===== src/rtl/rpnalu_pkg.sv =====
`default_nettype none

package rpnalu_pkg;

  localparam int DEF_STACK_DEPTH = 128;
  localparam int DEF_VALUE_BITS  = 32;

  // fixed widths of the word fields
  localparam int ACTION_BITS = 3;
  localparam int FIELD_BITS  = 32;

  typedef enum logic [ACTION_BITS-1:0] {
    ACT_PUSH  = 3'd0,
    ACT_ADD   = 3'd1,
    ACT_SUB   = 3'd2,
    ACT_MUL   = 3'd3,
    ACT_DIV   = 3'd4,
    ACT_MOD   = 3'd5,
    ACT_PRINT = 3'd6
  } action_e;

  typedef enum logic [1:0] {
    ST_OK    = 2'd0,
    ST_FULL  = 2'd1,
    ST_EMPTY = 2'd2,
    ST_ZDIV  = 2'd3
  } status_e;

  typedef enum logic [1:0] {
    MD_MUL = 2'd0,
    MD_DIV = 2'd1,
    MD_REM = 2'd2
  } md_op_e;

  typedef struct packed {
    logic   start;
    md_op_e op;
  } md_req_t;

endpackage

`default_nettype wire


===== src/rtl/rpnalu_muldiv.sv =====
`default_nettype none

// shared iterative unit: shift-add multiply or restoring divide, one bit a cycle
module rpnalu_muldiv #(
  parameter int VALUE_BITS = rpnalu_pkg::DEF_VALUE_BITS
) (
  input  wire                       clk_i,
  input  wire                       rst_ni,
  input  rpnalu_pkg::md_req_t       req_i,
  input  wire  [VALUE_BITS-1:0]     a_i,
  input  wire  [VALUE_BITS-1:0]     b_i,
  output logic                      done_o,
  output logic [VALUE_BITS-1:0]     res_o
);

  localparam int W  = VALUE_BITS;
  localparam int CW = $clog2(W + 1);

  logic                busy_q, busy_d;
  logic [CW-1:0]       cnt_q, cnt_d;
  rpnalu_pkg::md_op_e  op_q, op_d;
  logic                nl_q, nl_d, nr_q, nr_d;
  logic [W-1:0]        acc_q, acc_d;
  logic [W-1:0]        sh_q, sh_d;
  logic [W-1:0]        m_q, m_d;
  logic [W:0]          rem_sh;
  logic [W+1:0]        diff;
  logic [W-1:0]        mag_a, mag_b;

  assign mag_a  = a_i[W-1] ? (W'(0) - a_i) : a_i;
  assign mag_b  = b_i[W-1] ? (W'(0) - b_i) : b_i;
  assign rem_sh = {acc_q, sh_q[W-1]};
  assign diff   = {1'b0, rem_sh} - {2'b00, m_q};

  always_comb begin
    busy_d = busy_q;
    cnt_d  = cnt_q;
    op_d   = op_q;
    nl_d   = nl_q;
    nr_d   = nr_q;
    acc_d  = acc_q;
    sh_d   = sh_q;
    m_d    = m_q;
    if (req_i.start) begin
      busy_d = 1'b1;
      cnt_d  = CW'(W);
      op_d   = req_i.op;
      nl_d   = a_i[W-1];
      nr_d   = b_i[W-1];
      acc_d  = '0;
      if (req_i.op == rpnalu_pkg::MD_MUL) begin
        sh_d = b_i;
        m_d  = a_i;
      end else begin
        sh_d = mag_a;
        m_d  = mag_b;
      end
    end else if (busy_q) begin
      if (cnt_q != '0) begin
        cnt_d = cnt_q - CW'(1);
        if (op_q == rpnalu_pkg::MD_MUL) begin
          if (sh_q[0]) begin
            acc_d = acc_q + m_q;
          end
          m_d  = {m_q[W-2:0], 1'b0};
          sh_d = {1'b0, sh_q[W-1:1]};
        end else begin
          // restoring step: keep the difference when it does not borrow
          if (!diff[W+1]) begin
            acc_d = diff[W-1:0];
          end else begin
            acc_d = rem_sh[W-1:0];
          end
          sh_d = {sh_q[W-2:0], ~diff[W+1]};
        end
      end else begin
        busy_d = 1'b0;
      end
    end
  end

  assign done_o = busy_q && (cnt_q == '0);

  always_comb begin
    unique case (op_q)
      rpnalu_pkg::MD_MUL: res_o = acc_q;
      rpnalu_pkg::MD_DIV: res_o = (nl_q ^ nr_q) ? (W'(0) - sh_q) : sh_q;
      rpnalu_pkg::MD_REM: res_o = nl_q ? (W'(0) - acc_q) : acc_q;
      default:            res_o = acc_q;
    endcase
  end

  always_ff @(posedge clk_i or negedge rst_ni) begin
    if (!rst_ni) begin
      busy_q <= 1'b0;
      cnt_q  <= '0;
      op_q   <= rpnalu_pkg::MD_MUL;
    end else begin
      busy_q <= busy_d;
      cnt_q  <= cnt_d;
      op_q   <= op_d;
    end
  end

  always_ff @(posedge clk_i) begin
    nl_q  <= nl_d;
    nr_q  <= nr_d;
    acc_q <= acc_d;
    sh_q  <= sh_d;
    m_q   <= m_d;
  end

endmodule

`default_nettype wire


===== config.mk =====
export PLATFORM = sky130hd
export DESIGN_NAME = rpnalu_muldiv
export DESIGN_NICKNAME = d
export VERILOG_FILES = /design/src/rtl/rpnalu_pkg.sv /design/src/rtl/rpnalu_muldiv.sv
export SDC_FILE = /design/constraint.sdc
export NUM_CORES = 1
export LEC_CHECK = 0
export BUFFER_PORTS_ARGS = -buffer_cell sky130_fd_sc_hd__buf_2
export CAP_MARGIN = 0
export CORE_ASPECT_RATIO = 1.2
export CORE_MARGIN = 8
export CORE_UTILIZATION = 60
export DETAILED_ROUTE_END_ITERATION = 10
export HOLD_SLACK_MARGIN = 0.08
export PLACE_DENSITY_LB_ADDON = 0.3
export SYNTH_ARGS = -nofsm -noshare
export SYNTH_HDL_FRONTEND = slang
export SYNTH_SLANG_ARGS = --single-unit

===== constraint.sdc =====
create_clock -name clk_i -period 5.1 [get_ports clk_i]
set_input_delay 0.51 -clock clk_i [delete_from_list [all_inputs] [get_ports clk_i]]
set_output_delay 0.51 -clock clk_i [all_outputs]
set_load 0.005 [all_outputs]

==> results_dict.tcl <==
set metrics [dict create \
    start_util 0.604 \
    async_flop_share 0.0841 \
    core-area_um2 20000 \
    critical_path.most_common_cell "nor4_1" \
    synth_edf_count 66 \
    numPortBuffers 101 \
    htreeDepth 3 \
    cts.path.max_buffers 2 \
    wl_per_cell_um 20.7 \
    crit_path_max_fanout 9 \
    path_cells "nor4_1, nand3_1, nor4_1, nand2_1, or4_1, o21ai_0, o31ai_1, a22o_1, buf_2" \
    routed_wl_um 39400 \
    drv_slew 0 \
    yosys.area_share.adder 0.0778 \
    grt_overflow 0 \
    clk_pin_slew_ns 0.08 \
    synth_nets 1731 \
    max-slew-margin-rel 0.379 \
    via_per_inst 6.69 \
    p_per_area_nw_per_um2 493 \
    drive_gt1_frac 0.108 \
    status "finished, final reports clean" \
    drcViolationCount 0 \
    netlist_area_um2 12100 \
    synth.avg_cell_area_um2 7.62 \
    cts_tree "built" \
    worstSkewPairLatency_ns 0.36 \
    wl_met2_um 17600 \
    clock_skew_ns 0.0120 \
    synthDistinctLibCells 73 \
    io_pins 102 \
    vdd_ir_drop_max_mv 0.236 \
    critPathLaunchType "register" \
    area_delta_synth_final_pct 8.19 \
    detail_route.first_pass.iterations 8 \
    clock-root-buffer "clkbuf_16" \
    antenna_found_initial 0 \
    fmax_ghz 0.227 \
    place_inst 1891 \
    rsz0062_at_grt "false" \
    cpPeakStageDelay_ns 0.59 \
    setup_tns_ns 0 \
    synth_area_leaders "edfxtp_1, o21ai_0, ha_1" \
    die_h_um 172 \
    period_needed_ns 4.40 \
    die-area_um2 25000 \
    highest_layer "met4" \
    ant_nets 0 \
    grt_pass1_wl_um 63000 \
    setup_slack_ns 0.697 \
    ys_seq_elements 107 \
    clock-sinks 107 \
    layout.nets 1781 \
    endpoint_kind "output port" \
    ys_seq_area_frac 0.235 \
    antenna_cells 0 \
    period_share 0.863 \
    synthXorXnorAreaFrac 0.104 \
    critical_path_buf_inv_count 1 \
    place_area_um2 12800 \
    dr_wl_met3_um 4040 \
    whs_ns 0.400 \
    synth_compound_area_frac 0.304 \
    synth_top_family_by_area "compound AO/OA/AOI/OAI gates" \
    synth_common_cells "nand2_1, o21ai_0, a21oi_1" \
    synth.area.mux_share 0.0398 \
    numCtsBuffers 9 \
    drtIter0Drc 1596 \
    gp_congestion 1.02 \
    yosys.area_share.simple 0.192 \
    holdCritPathClass "primary input to register" \
    hold_viol 0 \
    yosys.area.top_type "edfxtp_1" \
    grtUsageTotal 0.309 \
    stdcell_area_um2 13100 \
    dieWidth_um 146 \
    hpwl_um 29700 \
    routed-via-count 12800 \
    grt_pass1_vias 12100 \
    postCtsSetupBuffers 0 \
    cp.arrival_ns 3.89 \
    fill_cells 1733 \
    pre_cts_ws_ns 1.29 \
    slowest_stage "nor4_1" \
    drt-met1-wl_um 16200 \
    leakagePower_uw 0.00552 \
    synthCells 1588 \
    yosys_warnings 0 \
    synth_top_area_share 0.164 \
    tightest_slew_ns 0.926 \
    synth_flop_cell "edfxtp_1" \
    criticalPathCategory "register to output port" \
    drv_cap 0 \
    critPathRequiredTime_ns 4.59 \
    grt_max_degree 97 \
    num_rows 57 \
    instances_no_fill 1908 \
    setup-violations-final 0 \
    cpLargestDelayFamily "simple AND/OR/NAND/NOR gates" \
    synth_most_common_cell "nand2_1" \
]
cell type report:
| type | instances | area [µm²] | share of cell area |
|---|---|---|---|
| Tap cell | 265 | 332 | 0.0253 |
| Clock buffer | 9 | 225 | 0.0172 |
| Multi-Input combinational cell | 1330 | 8700 | 0.664 |
| Clock inverter | 7 | 70.1 | 0.00535 |
| Timing Repair Buffer | 121 | 661 | 0.0505 |
| Inverter | 69 | 259 | 0.0198 |
| Sequential cell | 107 | 2850 | 0.218 |
per-stage QoR:
stage               power (µW)   util
finish                    6460  0.653
global route              6910  0.653
CTS                       6340  0.653
detailed placement        5600  0.638
global placement          5530  0.638
floorplan                 4460      -
final timing paths:
kind,from,to,slack (ns),cells past startpoint
max in group asynchronous,rst_ni,busy_q$_DFF_PN0_,4.42,2
worst max register to register,acc_q[0]$_SDFFE_PP0P_,acc_q[28]$_SDFFE_PP0P_,1.47,12
worst max-delay path,acc_q[2]$_SDFFE_PP0P_,res_o[28],0.70,9
min in group asynchronous,rst_ni,cnt_q[4]$_DFFE_PN0P_,0.51,2
worst min register to register,acc_q[19]$_SDFFE_PP0P_,acc_q[19]$_SDFFE_PP0P_,0.59,2
worst min-delay path,req_i[0],op_q[0]$_DFFE_PN0P_,0.40,3
repair_timing:
item | 4_1_cts | 5_1_grt
hold buffers | 1 | 0
hold endpoints to repair | 9 | 0
setup endpoints to repair | 0 | 0
gates resized for setup | 0 | 0
state kept, by name, summed over array words and instances, names as in the netlist:
| name | count |
|---|---|
| acc_q | 32 |
| busy_q | 1 |
| cnt_q | 6 |
| m_q | 32 |
| nl_q | 1 |
| nr_q | 1 |
| op_q | 2 |
| sh_q | 32 |
routing by layer:
layer,vias up,global-route usage
met5,-,0
met4,0,0.133
met3,131,0.0568
met2,741,0.500
met1,5888,0.401
li1,6006,-
cell families after synthesis:
family | after synthesis
xor gates and xnor gates | 143
and+or+nand+nor | 497
muxes | 46
buffers and inverters | 151
AOI/OAI and AO/OA | 570
adders and majority gates | 74
DFF | 107
worst min-delay path: stages:
cell,delay [ns]
buf_2,0.10
nand2_1,0.05
o21ai_0,0.06
cells in the final DEF, fill, tap and decap left out, types with 8 or more instances in the layout:
cell type / Yosys / layout
nand2_1: 228 / 228
o21ai_0: 185 / 184
a21oi_1: 103 / 102
buf_2: 3 / 100
xor2_1: 87 / 87
nor2_1: 87 / 86
ha_1: 72 / 71
inv_1: 68 / 68
edfxtp_1: 66 / 66
o211ai_1: 58 / 58
xnor2_1: 56 / 56
o31ai_1: 41 / 41
dfxtp_1: 32 / 32
mux2i_1: 29 / 29
a21o_1: 29 / 29
nand3_1: 27 / 27
nor3_1: 25 / 25
or3_1: 21 / 21
buf_4: 0 / 20
a211oi_1: 19 / 19
a22o_1: 17 / 17
and3_1: 17 / 17
nor2b_1: 17 / 17
mux2_2: 17 / 17
o41ai_1: 15 / 15
a31oi_1: 15 / 15
nor4_1: 13 / 13
or4_1: 13 / 13
nand2b_1: 11 / 11
a32oi_1: 9 / 9
dfrtp_1: 9 / 9
clkbuf_16: 0 / 9
o22ai_1: 8 / 8
o21a_1: 8 / 8
report_power, final:
group	total [µW]	switching (µW)	internal, µW	leakage, µW
combinational	4100	2450	1650	0.00431
clock	718	371	346	0.000147
sequential	1640	424	1220	0.00106
total	6460	3240	3220	0.00552
(Power assumes the default switching activity.)
